## config.mk

```make
export PLATFORM = sky130hd
export DESIGN_NAME = sp2c_cell
export DESIGN_NICKNAME = d
export VERILOG_FILES = /design/src/rtl/sp2c_pkg.sv /design/src/rtl/sp2c_cell.sv
export SDC_FILE = /design/constraint.sdc
export NUM_CORES = 1
export LEC_CHECK = 0
export BUFFER_PORTS_ARGS = -buffer_cell sky130_fd_sc_hd__buf_2
export CORE_ASPECT_RATIO = 1.75
export CORE_MARGIN = 1.5
export CORE_UTILIZATION = 40
export DETAILED_ROUTE_END_ITERATION = 6
export GPL_TIMING_DRIVEN = 0
export PLACE_DENSITY = 0.76
export SYNTH_ARGS = -nofsm -noshare
export SYNTH_HDL_FRONTEND = slang
export SYNTH_SLANG_ARGS = --single-unit
```

## constraint.sdc

```tcl
create_clock -name clk -period 6.2 [get_ports clk]
set_input_delay 0.31 -clock clk [delete_from_list [all_inputs] [get_ports clk]]
set_output_delay 0.31 -clock clk [all_outputs]
set_load 0.03 [all_outputs]
```

## src/rtl/sp2c_pkg.sv

```systemverilog
package sp2c_pkg;

  // Field widths fixed by the interface.
  localparam int RANGE_W = 24;
  localparam int INDEX_W = 12;
  localparam int ANGLE_W = 16;
  localparam int COORD_W = 16;
  localparam int CFG_IDX_W = 2;
  localparam int CFG_DATA_W = 16;

  // Datapath widths: CORDIC x and y lanes in Q2.30, range scaled to centimeters.
  localparam int LANE_W = 32;
  localparam int RANGE_CM_W = 31;
  localparam int PROD_W = 64;
  localparam int PROD_SHIFT = 46;

  // Default build parameters.
  localparam int MAX_SAMPLES_DEF = 4096;
  localparam int CORDIC_STAGES_DEF = 16;
  localparam int ATAN_ENTRIES = 24;

  // Register indexes on the configuration port.
  localparam logic [CFG_IDX_W-1:0] REG_ANGLE_START = 2'd0;
  localparam logic [CFG_IDX_W-1:0] REG_ANGLE_STEP = 2'd1;

  // Register reset values.
  localparam logic [ANGLE_W-1:0] ANGLE_START_RST = 16'h8000;
  localparam logic [ANGLE_W-1:0] ANGLE_STEP_RST = 16'd182;

  // Ranges at or below one centimeter are replaced by ten meters.
  localparam logic [RANGE_W-1:0] RANGE_MIN_RAW = 24'd655;
  localparam logic [RANGE_W-1:0] RANGE_SUBST_RAW = 24'd655360;
  localparam logic [RANGE_CM_W-1:0] CM_PER_M = 31'd100;
  localparam int OUT_LIMIT = 25600;

  // Quarter and half turn in binary angle units.
  localparam logic [ANGLE_W-1:0] QUARTER_TURN = 16'h4000;
  localparam logic [ANGLE_W-1:0] HALF_TURN = 16'h8000;

  // Gain-corrected unit vector, Q2.30.
  localparam logic signed [LANE_W-1:0] CORDIC_ONE_K = 32'sd652032874;

  // Arctangent of 2^-i, 2^32 units per turn, rounded to nearest.
  localparam logic signed [LANE_W-1:0] ATAN_UNITS [ATAN_ENTRIES] = '{
    32'sd536870912, 32'sd316933406, 32'sd167458907, 32'sd85004756,
    32'sd42667331,  32'sd21354465,  32'sd10679838,  32'sd5340245,
    32'sd2670163,   32'sd1335087,   32'sd667544,    32'sd333772,
    32'sd166886,    32'sd83443,     32'sd41722,     32'sd20861,
    32'sd10430,     32'sd5215,      32'sd2608,      32'sd1304,
    32'sd652,       32'sd326,       32'sd163,       32'sd81
  };

  // One sample as it travels down the rotation chain.
  typedef struct packed {
    logic                           vld;
    logic                           flip;
    logic        [RANGE_CM_W-1:0]   range_cm;
    logic signed [LANE_W-1:0]       x;
    logic signed [LANE_W-1:0]       y;
    logic signed [LANE_W-1:0]       z;
  } lane_t;

endpackage

```

## src/rtl/sp2c_cell.sv

```systemverilog
module sp2c_cell #(
  parameter int STAGE = 0
) (
  input  logic            clk,
  input  logic            rst_n,
  input  sp2c_pkg::lane_t lane_i,
  output sp2c_pkg::lane_t lane_o
);

  localparam logic signed [sp2c_pkg::LANE_W-1:0] ATAN = sp2c_pkg::ATAN_UNITS[STAGE];

  logic signed [sp2c_pkg::LANE_W-1:0] xi;
  logic signed [sp2c_pkg::LANE_W-1:0] yi;
  logic signed [sp2c_pkg::LANE_W-1:0] zi;
  logic signed [sp2c_pkg::LANE_W-1:0] dx;
  logic signed [sp2c_pkg::LANE_W-1:0] dy;
  sp2c_pkg::lane_t                    lane_nxt;
  sp2c_pkg::lane_t                    lane_r;

  // One micro-rotation toward zero residual angle; shifts floor.
  always_comb begin
    xi = lane_i.x;
    yi = lane_i.y;
    zi = lane_i.z;
    dx = yi >>> STAGE;
    dy = xi >>> STAGE;
    lane_nxt = lane_i;
    if (!zi[sp2c_pkg::LANE_W-1]) begin
      lane_nxt.x = xi - dx;
      lane_nxt.y = yi + dy;
      lane_nxt.z = zi - ATAN;
    end else begin
      lane_nxt.x = xi + dx;
      lane_nxt.y = yi - dy;
      lane_nxt.z = zi + ATAN;
    end
  end

  always_ff @(posedge clk) begin
    if (!rst_n) begin
      lane_r.vld <= 1'b0;
    end else begin
      lane_r.vld <= lane_nxt.vld;
    end
    lane_r.flip <= lane_nxt.flip;
    lane_r.range_cm <= lane_nxt.range_cm;
    lane_r.x <= lane_nxt.x;
    lane_r.y <= lane_nxt.y;
    lane_r.z <= lane_nxt.z;
  end

  assign lane_o = lane_r;

endmodule

```

# [Word level (Yosys, flattened, before mapping)]
# Index checks and enable logic that the tools add are counted.
[word_totals] mem_count=0 mem_bits_rw=0 in_bits=131 out_inout_bits=129 wordCells=12 mem_bits_ro=0 ff_bits=129 latchBits=0
[classes] multipliers=0 n_mux=1 bitwise=0 magnitude_cmp=0 div=0 shift=0 eq_ne=0 add_sub_neg=5 reduce_logical=0
[ops] op="two-way mux 96 bit" count=1
[ops] op="subtractor 32 bit" count=2
[ops] op="adder 32 x 31 -> 32 bit, second input constant" count=1
[ops] op="adder 32 bit" count=1
[ops] op="subtractor 32 x 31 -> 32 bit, second input constant" count=1

# [Logic depth before layout (Yosys ltp)]
[logic_depth] ltp_word=2 depth_mapped=13 ltp_nobuf=12

# [Worst setup path after synthesis]
# No wires, ideal clock.
[synth_timing] kind="input to register" startpoint="input lane_i[32] in the netlist's numbering" endpoint="register lane_r (netlist bit lane_o[94])" setup_ps=125 path_slack_ps=3581 stages=11 path_buffers=0 arrival_time_ps=2493 required_time_ps=6075 path_cell_list="ha_1 -> fa_1 -> nor2b_1 -> o211a_1 -> o2111ai_1 -> a2111o_1 -> a31oi_1 -> or2_4 -> a311oi_2 -> o32ai_1 -> xnor2_1"
[synth_lines] item="start, declared" line_no="sp2c_cell.sv:6" source="input sp2c_pkg::lane_t lane_i,"
[synth_lines] item="end, declared" line_no="sp2c_cell.sv:18" source="sp2c_pkg::lane_t lane_r;"

==> results.yml <==
synth:
  syn_nets: 1189
  synthArstFlopShare_pct: 0
  netlist_area_um2: 8140
  synth-seq-area-share_pct: 31.5
  synth.area.top_cells: "dfxtp_1, ha_1, a21oi_1, xnor2_1, inv_1"
  synth_seq_cells: 128
  yosysWarningCount: 0
  synthCells: 960
  synth_cell_types: 87
  synth_edf_count: 0
  avgSynthCellArea_um2: 8.48
  synth_top_area_share_pct: 31.5
  synth_ff_type: "dfxtp_1"
  synth_top_cell_by_area: "dfxtp_1"
finish:
  layoutNonFillerInstCount: 1550
  syn2layout_area_growth_pct: 33.2
  nNetsFinal: 1519
  largest_reg_flops: 128
  finalInstanceArea_um2: 10800
  drive_above_1_share_pct: 26.2
routing:
  top_layer: "met5"
  routed_wl_mm: 32.0
  wl_met1_mm: 9.95
  drtIter0Drc: 530
  wl_per_cell_um: 20.6
  drt_pass1_iterations: 7
  ant_nets: 0
  route.met2.wl_mm: 16.9
  vias: 8518
  vias_per_cell: 5.50
  post-route-drc-count: 0
  wl_met3_mm: 2.20
floorplan:
  core_um2: 19800
  io_pins: 260
  fp.dieH_um: 192
  rows: 68
  die_x_um: 111
  start_util_pct: 41.1
  die_area_um2: 21300
power:
  combPwrFrac_pct: 36.1
  p_leak_uw: 0.00529
  switchingPower_uw: 1150
  p_sw_share_pct: 38.0
  power.density_cell_area_nw_per_um2: 278
  p_clk_share_pct: 31.7
  pwr-share-seq_pct: 32.2
  internal_power_uw: 1870
  total_power_uw: 3020
  ir_drop_uv: 292
setup_path:
  crit_start: "lane_i[32]"
  cp-endpoint: "lane_o[94]"
  critPathLaunchType: "input port"
  crit_chain: "buf_2 > ha_1 > fa_1 > nor2b_1 > o211a_1 > o2111ai_1 > a2111o_1 > a31oi_1 > or2_4 > a311oi_2 > o32ai_1 > xnor2_1"
  crit_path_max_incr_delay_ps: 420
  arrival_ps: 3270
  worstSetupEndpointType: "flop"
  critPathBufInv: 1
  critPathKind: "in2reg"
  worst-endpoint-required_ps: 6500
  crit_cells: 12
  path_max_fanout: 4
  critical-path-top-delay-family: "compound AO/OA/AOI/OAI gates"
  crit_slowest_cell: "o2111ai_1"
placed_design:
  numPlacedInstances: 1463
  dp_slack_ps: 2890
  placed_area_um2: 9740
  io_buffer_count: 258
  dpl.hpwl_mm: 25.1
  gp_congestion: 0.989
timing:
  fin_crit_ps: 2980
  grt_setup_unrepaired: "false"
  fmax_mhz: 336
  setup_tns_ps: 0
  tightest_slew_ps: 944
  final_hold_viol_count: 0
  drv_slew: 0
  period_share_pct: 48.0
  setup_ws_ps: 3220
  setup_viol: 0
  relSlewSlack_pct: 37.1
clock_network:
  cts_root_buffer: "clkbuf_16"
  clk_pin_slew_ps: 60
  htreeDepth: 4
  cts.sinks: 128
  tritoncts: "yes"
  post_cts.repair.setup_buffers: 0
  cts_made_buffers: 17
  clk_path_buf_depth: 2
  cts_resized: 0
global_route:
  grt_pass1_wl_mm: 47.7
  antenna_found_initial: 3
  grt_pass1_vias: 8903
  grt_max_degree: 17
  grt.total_usage_pct: 29.6
  gr-total-overflow: 0
hold_path:
  hold_start: "lane_i[97]"
  hold_class: "in2reg"
flow_run:
  cap_violations: 0
run_status:
  status: "finished, final reports clean"
==> power by group through the flow <==
stage	sequential, uW	combinational (uW)	clock, uW
after floorplan	1240	455	0
after global placement	987	1040	0
after detailed placement	991	1050	0
after CTS	974	1080	975
after global routing	984	1160	1020
final	973	1090	957
==> cells by family after synthesis <==
family,share of synthesized area [%]
adder cells (fa/ha/maj),15.4
AND/OR/NAND/NOR,12.9
multiplexers,1.23
buffers and inverters,7.04
AO/OA/AOI/OAI,26.0
XOR/XNOR,6.02
flip-flops,31.5
==> final cells by class <==
class	count	area (um^2)
diodes	2	5.00
plain buffers	43	209
clock buffers	18	439
clock inverters	14	134
fillers	1848	8970
inverters	97	364
multi-input cells	692	5010
flip-flops and latches	128	2560
well taps	245	307
repair buffers	311	1820
==> metrics by stage <==
stage	hold WS [ps]	utilization, %
finish	21.4	54.7
detailed placement	414	49.1
floorplan	338	-
global route	1.31	54.7
CTS	3.68	54.7
global placement	413	49.1
==> worst min-delay path by stage <==
stage                        endpoint  slack, ps  depth (start not counted)
final                      lane_o[97]         20                          1
after global routing      lane_o[105]          1                          1
after CTS                  lane_o[28]          4                          1
after detailed placement   lane_o[96]        410                          1
after global placement     lane_o[21]        410                          1
after floorplan             lane_o[0]        340                          0
==> cell usage after synthesis, types with 3 or more instances <==
library cell  number
dfxtp_1          128
a21oi_1          101
inv_1             95
ha_1              94
nor2_1            74
nand2_1           55
o21ai_0           51
xnor2_1           48
a21o_1            29
o21bai_1          17
clkbuf_1          15
buf_2             14
nor3_1            14
a31oi_1           10
mux2i_1           10
nand4_1           10
buf_1              9
nand2b_1           9
nand3_1            9
nor2b_1            9
xor2_1             8
o21a_1             7
o21ai_1            7
o31a_1             7
and3_1             6
o22ai_1            6
a211oi_1           5
a21oi_2            5
o211ai_1           5
or3_1              5
a21boi_0           4
and2_1             4
fa_1               4
a211o_1            3
a311o_1            3
buf_6              3
nor4_1             3
o21ai_2            3
o311ai_0           3
o31ai_1            3
or4_1              3
==> timing repair <==
| action | 4_1_cts | 5_1_grt |
|---|---|---|
| endpoints found under the setup margin | 0 | 0 |
| hold buffers | 53 | 0 |
| hold endpoints to repair | 53 | 0 |
==> metal layers <==
layer,global-route usage [%],vias to the layer above
met3,6.41,157
li1,-,3987
met5,0,-
met2,56.7,467
met4,26.5,2
met1,25.3,3905
==> placed cells by master (no fill, tap or decap), types with 14 or more instances in the layout <==
cell             n
a21o_1          29
a21oi_1        101
buf_2          272
clkbuf_1        15
clkbuf_16       17
dfxtp_1        128
dlygate4sd3_1   53
ha_1            94
inv_1           95
nand2_1         55
nor2_1          74
nor3_1          14
o21ai_0         51
o21bai_1        17
xnor2_1         48
(Power assumes the default switching activity.)
